==> src/gc3_pkg.sv <==
`timescale 1ns / 1ps
`default_nettype none

package gc3_pkg;

  // Result and configuration port widths
  localparam int GRAD_W      = 19;
  localparam int CFG_IDX_W   = 3;
  localparam int CFG_DATA_W  = 16;
  localparam int FW_W        = 11;
  localparam int FH_W        = 16;
  localparam int COEF_W      = 8;

  // Output queue sizing
  localparam int FIFO_DEPTH  = 4;
  localparam int FIFO_PTR_W  = 2;
  localparam int FIFO_CNT_W  = 3;

  // Register reset values
  localparam logic [FW_W-1:0]          FRAME_WIDTH_RST  = 11'd640;
  localparam logic [FH_W-1:0]          FRAME_HEIGHT_RST = 16'd480;
  localparam logic signed [COEF_W-1:0] COEF_OUTER_A_RST = 8'sd1;
  localparam logic signed [COEF_W-1:0] COEF_MIDDLE_RST  = 8'sd2;
  localparam logic signed [COEF_W-1:0] COEF_OUTER_B_RST = 8'sd1;
  localparam logic                     DIRECTION_RST    = 1'b1;

  // Input command codes
  localparam logic CMD_PIXEL = 1'b0;
  localparam logic CMD_FLUSH = 1'b1;

  // Gradient direction codes
  localparam logic DIR_VERTICAL   = 1'b0;
  localparam logic DIR_HORIZONTAL = 1'b1;

  // Configuration register map
  typedef enum logic [CFG_IDX_W-1:0] {
    REG_FRAME_WIDTH  = 3'd0,
    REG_FRAME_HEIGHT = 3'd1,
    REG_COEF_OUTER_A = 3'd2,
    REG_COEF_MIDDLE  = 3'd3,
    REG_COEF_OUTER_B = 3'd4,
    REG_DIRECTION    = 3'd5
  } cfg_reg_t;

  // Per-item control that travels with the pixel into the datapath
  typedef struct packed {
    logic emit;    // item produces a result
    logic last;    // result closes the frame
    logic top;     // upper window row lies outside the frame
    logic bottom;  // lower window row lies outside the frame
    logic left;    // left window column lies outside the frame
    logic right;   // right window column lies outside the frame
  } gc3_flags_t;

endpackage

`default_nettype wire

==> src/gc3_datapath.sv <==
`timescale 1ns / 1ps
`default_nettype none

module gc3_datapath import gc3_pkg::*; #(
  parameter int PIXEL_BITS = 8
) (
  input  wire logic                            clk,
  input  wire logic                            rst,
  input  wire logic                            in_valid,
  input  wire logic [PIXEL_BITS-1:0]           upper,
  input  wire logic [PIXEL_BITS-1:0]           lower,
  input  wire logic [PIXEL_BITS-1:0]           pixel,
  input  wire gc3_flags_t                      flags,
  input  wire logic signed [COEF_W-1:0]        coef_outer_a,
  input  wire logic signed [COEF_W-1:0]        coef_middle,
  input  wire logic signed [COEF_W-1:0]        coef_outer_b,
  input  wire logic                            direction,
  output logic                                 res_valid,
  output logic signed [GRAD_W-1:0]             res_gradient,
  output logic                                 res_last
);

  localparam int DIFF_W = PIXEL_BITS + 1;
  localparam int PROD_W = DIFF_W + COEF_W;
  localparam int SUM_W  = (PROD_W + 2 > GRAD_W) ? PROD_W + 2 : GRAD_W;

  logic [PIXEL_BITS-1:0]    win      [3][3];
  logic [PIXEL_BITS-1:0]    win_next [3][3];
  logic [PIXEL_BITS-1:0]    tap      [3][3];
  logic [PIXEL_BITS-1:0]    minuend  [3];
  logic [PIXEL_BITS-1:0]    subtra   [3];
  logic signed [DIFF_W-1:0] diff     [3];
  logic signed [COEF_W-1:0] coef     [3];
  logic signed [PROD_W-1:0] c_prod   [3];
  logic                     c_valid;
  logic                     c_last;
  logic signed [SUM_W-1:0]  sum_wide;

  // Shift the window left and load the new column: upper, lower, incoming
  always_comb begin
    for (int r = 0; r < 3; r++) begin
      win_next[r][0] = win[r][1];
      win_next[r][1] = win[r][2];
    end
    win_next[0][2] = upper;
    win_next[1][2] = lower;
    win_next[2][2] = pixel;
  end

  always_ff @(posedge clk) begin
    if (rst) begin
      for (int r = 0; r < 3; r++) begin
        for (int c = 0; c < 3; c++) begin
          win[r][c] <= '0;
        end
      end
    end else if (in_valid) begin
      win <= win_next;
    end
  end

  // Zero the taps that fall outside the frame
  always_comb begin
    for (int r = 0; r < 3; r++) begin
      for (int c = 0; c < 3; c++) begin
        if ((r == 0 && flags.top) || (r == 2 && flags.bottom) ||
            (c == 0 && flags.left) || (c == 2 && flags.right)) begin
          tap[r][c] = '0;
        end else begin
          tap[r][c] = win_next[r][c];
        end
      end
    end
  end

  // Pick the tap pairs: left minus right column, or lower minus upper row
  always_comb begin
    if (direction == DIR_HORIZONTAL) begin
      minuend[0] = tap[2][0]; subtra[0] = tap[2][2];
      minuend[1] = tap[1][0]; subtra[1] = tap[1][2];
      minuend[2] = tap[0][0]; subtra[2] = tap[0][2];
    end else begin
      minuend[0] = tap[2][0]; subtra[0] = tap[0][0];
      minuend[1] = tap[2][1]; subtra[1] = tap[0][1];
      minuend[2] = tap[2][2]; subtra[2] = tap[0][2];
    end
    coef[0] = coef_outer_a;
    coef[1] = coef_middle;
    coef[2] = coef_outer_b;
    for (int k = 0; k < 3; k++) begin
      diff[k] = $signed({1'b0, minuend[k]}) - $signed({1'b0, subtra[k]});
    end
  end

  // Register the three weighted differences
  always_ff @(posedge clk) begin
    if (rst) begin
      c_valid <= 1'b0;
    end else begin
      c_valid <= in_valid && flags.emit;
    end
  end

  always_ff @(posedge clk) begin
    if (in_valid && flags.emit) begin
      c_last <= flags.last;
      for (int k = 0; k < 3; k++) begin
        c_prod[k] <= coef[k] * diff[k];
      end
    end
  end

  // Add the products and wrap to the result width
  assign sum_wide     = SUM_W'(c_prod[0]) + SUM_W'(c_prod[1]) + SUM_W'(c_prod[2]);
  assign res_gradient = $signed(sum_wide[GRAD_W-1:0]);
  assign res_valid    = c_valid;
  assign res_last     = c_last;

endmodule

`default_nettype wire

==> config.mk <==
export PLATFORM = sky130hd
export DESIGN_NAME = gc3_datapath
export DESIGN_NICKNAME = d
export VERILOG_FILES = /design/src/gc3_pkg.sv /design/src/gc3_datapath.sv
export SDC_FILE = /design/constraint.sdc
export NUM_CORES = 1
export LEC_CHECK = 0
export BUFFER_PORTS_ARGS = -buffer_cell sky130_fd_sc_hd__buf_2
export CAP_MARGIN = 25
export CORE_UTILIZATION = 30
export CTS_CLUSTER_DIAMETER = 60
export DETAILED_ROUTE_END_ITERATION = 7
export SLEW_MARGIN = 15
export SYNTH_ARGS = -nofsm -noshare
export SYNTH_HDL_FRONTEND = slang
export SYNTH_SLANG_ARGS = --single-unit
==> constraint.sdc <==
create_clock -name clk -period 6.2 [get_ports clk]
set_clock_uncertainty 0.1 [all_clocks]
set_input_delay 0 -clock clk [delete_from_list [all_inputs] [get_ports clk]]
set_output_delay 0 -clock clk [all_outputs]
set_load 0.005 [all_outputs]
==> results_dict.tcl <==
set metrics [dict create \
    status "finished clean" \
    netlist_instances 1557 \
    grt_pass1_vias 11317 \
    critPathLaunchType "register" \
    critPathKind "register to register" \
    syn_area_per_cell_um2 9.31 \
    synth-edff-count 52 \
    path_buf_inv 6 \
    slew_viol_final 0 \
    cp_cell_sequence "inv_1 -> o32a_1 -> inv_1 -> ha_1 -> a21o_1 -> a21oi_2 -> o21ai_2 -> o31ai_4 -> buf_6 -> mux2_2 -> fa_1 -> fa_1 -> inv_1 -> fa_1 -> inv_1 -> fa_1 -> inv_1 -> ha_1 -> and3_2 -> nand3_1 -> a211o_1 -> xnor2_1" \
    clk_latency_ns 0.37 \
    grt_pass1_wl_mm 56.0 \
    syn_nets 1953 \
    slowest_stage "fa_1" \
    placed_area_um2 16300 \
    vias 10818 \
    drcViolationCount 0 \
    setup_slack_ns 0.167 \
    postSynthRegisterBits 101 \
    gp_congestion 0.866 \
    layout.cell_area.non_filler_um2 17200 \
    cts_buffer_depth 2 \
    hold_class "input port to register" \
    max_freq_mhz 166 \
    port_buffers 78 \
    synth_most_common_cell "inv_1" \
    cts_tree "built" \
    drt.antenna.violating_nets 0 \
    holdWs_ns 0.00178 \
    max_cap_viol_count 0 \
    ys.flop_type "edfxtp_1" \
    rsz0062_at_grt "true" \
    synth_top_area_share 0.282 \
    worst_pin_slew_ns 0.912 \
    cts_max_level 3 \
    drt_iter0_markers 553 \
    synthDistinctLibCells 58 \
    fin_crit_sh 0.973 \
    yosys-top-cells-area "fa_1 (28%), ha_1 (12%), edfxtp_1 (11%)" \
    die_h_um 222 \
    slew_headroom 0.392 \
    cp.arrival_ns 6.05 \
    synth-async-reset-ratio 0 \
    grt_util_all_layers 0.142 \
    final_nets 2140 \
    seq_area_um2 2550 \
    grt_max_degree 54 \
    placementRows 80 \
    io_pins 79 \
    layout-drive-gt1-share 0.165 \
    drt-total-wl_mm 33.9 \
    grt.overflow.total 0 \
    antenna_found_initial 2 \
    die-width_um 222 \
    dp_hpwl_mm 28.3 \
    cts_buffers 9 \
    vias_per_cell 4.57 \
    path_clk_slew_ns 0.08 \
    multi_input_area_um2 11000 \
    crit_required_ns 6.22 \
    core_area_um2 47600 \
    cts.sinks 101 \
    finalCoreUtilization 0.362 \
    dieArea_um2 49200 \
    syn2layout_area_growth_pct 19.0 \
    critPathCaptureType "register" \
    clockRootBuffer "clkbuf_16" \
    yosys.area.top_type "fa_1" \
    ys.warnings.count 0 \
    firstDrtPassIters 5 \
    ys_seq_area_frac 0.175 \
    critPathMostFrequentCell "inv_1" \
    setup_violations 0 \
    crit_fanout 4 \
    avgRoutedWirePerCell_um 14.3 \
    place_worst_setup_slack_ns -0.0562 \
    critical-path-max-stage-delay_ns 0.54 \
    syn_area_um2 14500 \
    num-fill-cells 4793 \
    hold_viol 0 \
    crit_family "adder cells" \
    min_period_ns 6.03 \
    start_util 0.304 \
    ys_top_cells_by_count "inv_1 (312), fa_1 (204), ha_1 (134)" \
]
[what timing repair did]
item / in CTS / in global routing
hold buffers: 26 / 0
endpoints found under the setup margin: 8 / 19
endpoints found under the hold margin: 26 / 0
resized for setup: 4 / 64
buffers inserted: 1 / 6
pin swaps: 4 / 29
cloned: 0 / 1
[worst reg2reg max path, stage by stage, from the launching register on]
cell	delay [ns]
dfxtp_2	0.35
inv_1	0.06
o32a_1	0.38
inv_1	0.08
ha_1	0.22
a21o_1	0.17
a21oi_2	0.17
o21ai_2	0.12
o31ai_4	0.33
buf_6	0.17
mux2_2	0.34
fa_1	0.47
fa_1	0.54
inv_1	0.05
fa_1	0.52
inv_1	0.05
fa_1	0.47
inv_1	0.04
ha_1	0.31
and3_2	0.27
nand3_1	0.10
a211o_1	0.32
xnor2_1	0.14
[logic make-up after synthesis]
kind of cell    after synthesis  share of synthesized area
mux                          75                     0.0530
flops                       101                      0.175
simple gates                434                      0.148
buf+inv                     352                     0.0914
fa+ha+maj                   338                      0.398
xor+xnor                     82                     0.0496
compound gates              175                     0.0845
[path summary, 6_finish.rpt]
| check | from | endpoint | slack (ns) | cells after the start |
|---|---|---|---|---|
| setup / recovery | win[1]$_SDFFE_PP0P_ | c_prod[0][32]$_DFFE_PP_ | 0.17 | 22 |
| hold reg to reg | win[10]$_SDFFE_PP0P_ | win[10]$_SDFFE_PP0P_ | 0.40 | 2 |
| setup reg to reg | win[1]$_SDFFE_PP0P_ | c_prod[0][32]$_DFFE_PP_ | 0.17 | 22 |
| hold / removal | coef_middle[0] | c_prod[0][17]$_DFFE_PP_ | 0.002 | 2 |
[sequential cells by signal (all words and copies together), names as in the netlist]
| register | flops |
|---|---|
| c_prod | 51 |
| win | 40 |
| tap | 8 |
| res_last | 1 |
| res_valid | 1 |
[stage by stage]
step           cells  setup TNS [ns]
2_1_floorplan   1557         -0.0841
3_3_place_gp    2314               0
3_5_place_dp    2314          -0.313
4_1_cts         2357               0
5_1_grt         2364          -0.322
6_report        2365               0
[cell usage in the layout (no fill, tap or decap), types with 5 or more instances in the layout]
master,n
inv_1,310
clkbuf_16,10
ha_1,124
o21ai_0,19
a31oi_1,12
nand2_1,126
nor2b_1,40
ha_4,6
nor2_1,93
nand3_1,13
a21oi_2,13
a21o_1,15
mux2i_1,61
mux2_2,12
o21a_1,13
and2_1,103
dfxtp_1,46
nand2b_1,36
o32a_1,9
o32ai_1,5
xor2_1,17
buf_4,109
a21oi_1,37
xnor2_1,61
nor3_1,5
o21ai_2,7
edfxtp_1,52
fa_1,201
dlygate4sd3_1,26
buf_2,78
[routing by layer]
layer	up-vias	GRT usage	share of wire
li1	5286	-	-
met1	5334	0.188	0.47
met2	172	0.244	0.48
met3	26	0.0186	0.031
met4	0	0.0349	0.017
met5	-	0	0
[area by class of cell]
type / count / area share
multi-input combinational: 1105 / 0.635
sequential: 101 / 0.148
timing repair buffer: 215 / 0.0865
inverter: 312 / 0.0679
tap: 615 / 0.0446
clock buffer: 10 / 0.0145
clock inverter: 6 / 0.00334
antenna: 1 / 0.000145
Power is left out: the tool's default activity adds up to more than one toggle a clock period on the data nets, which glitch-free logic cannot reach.
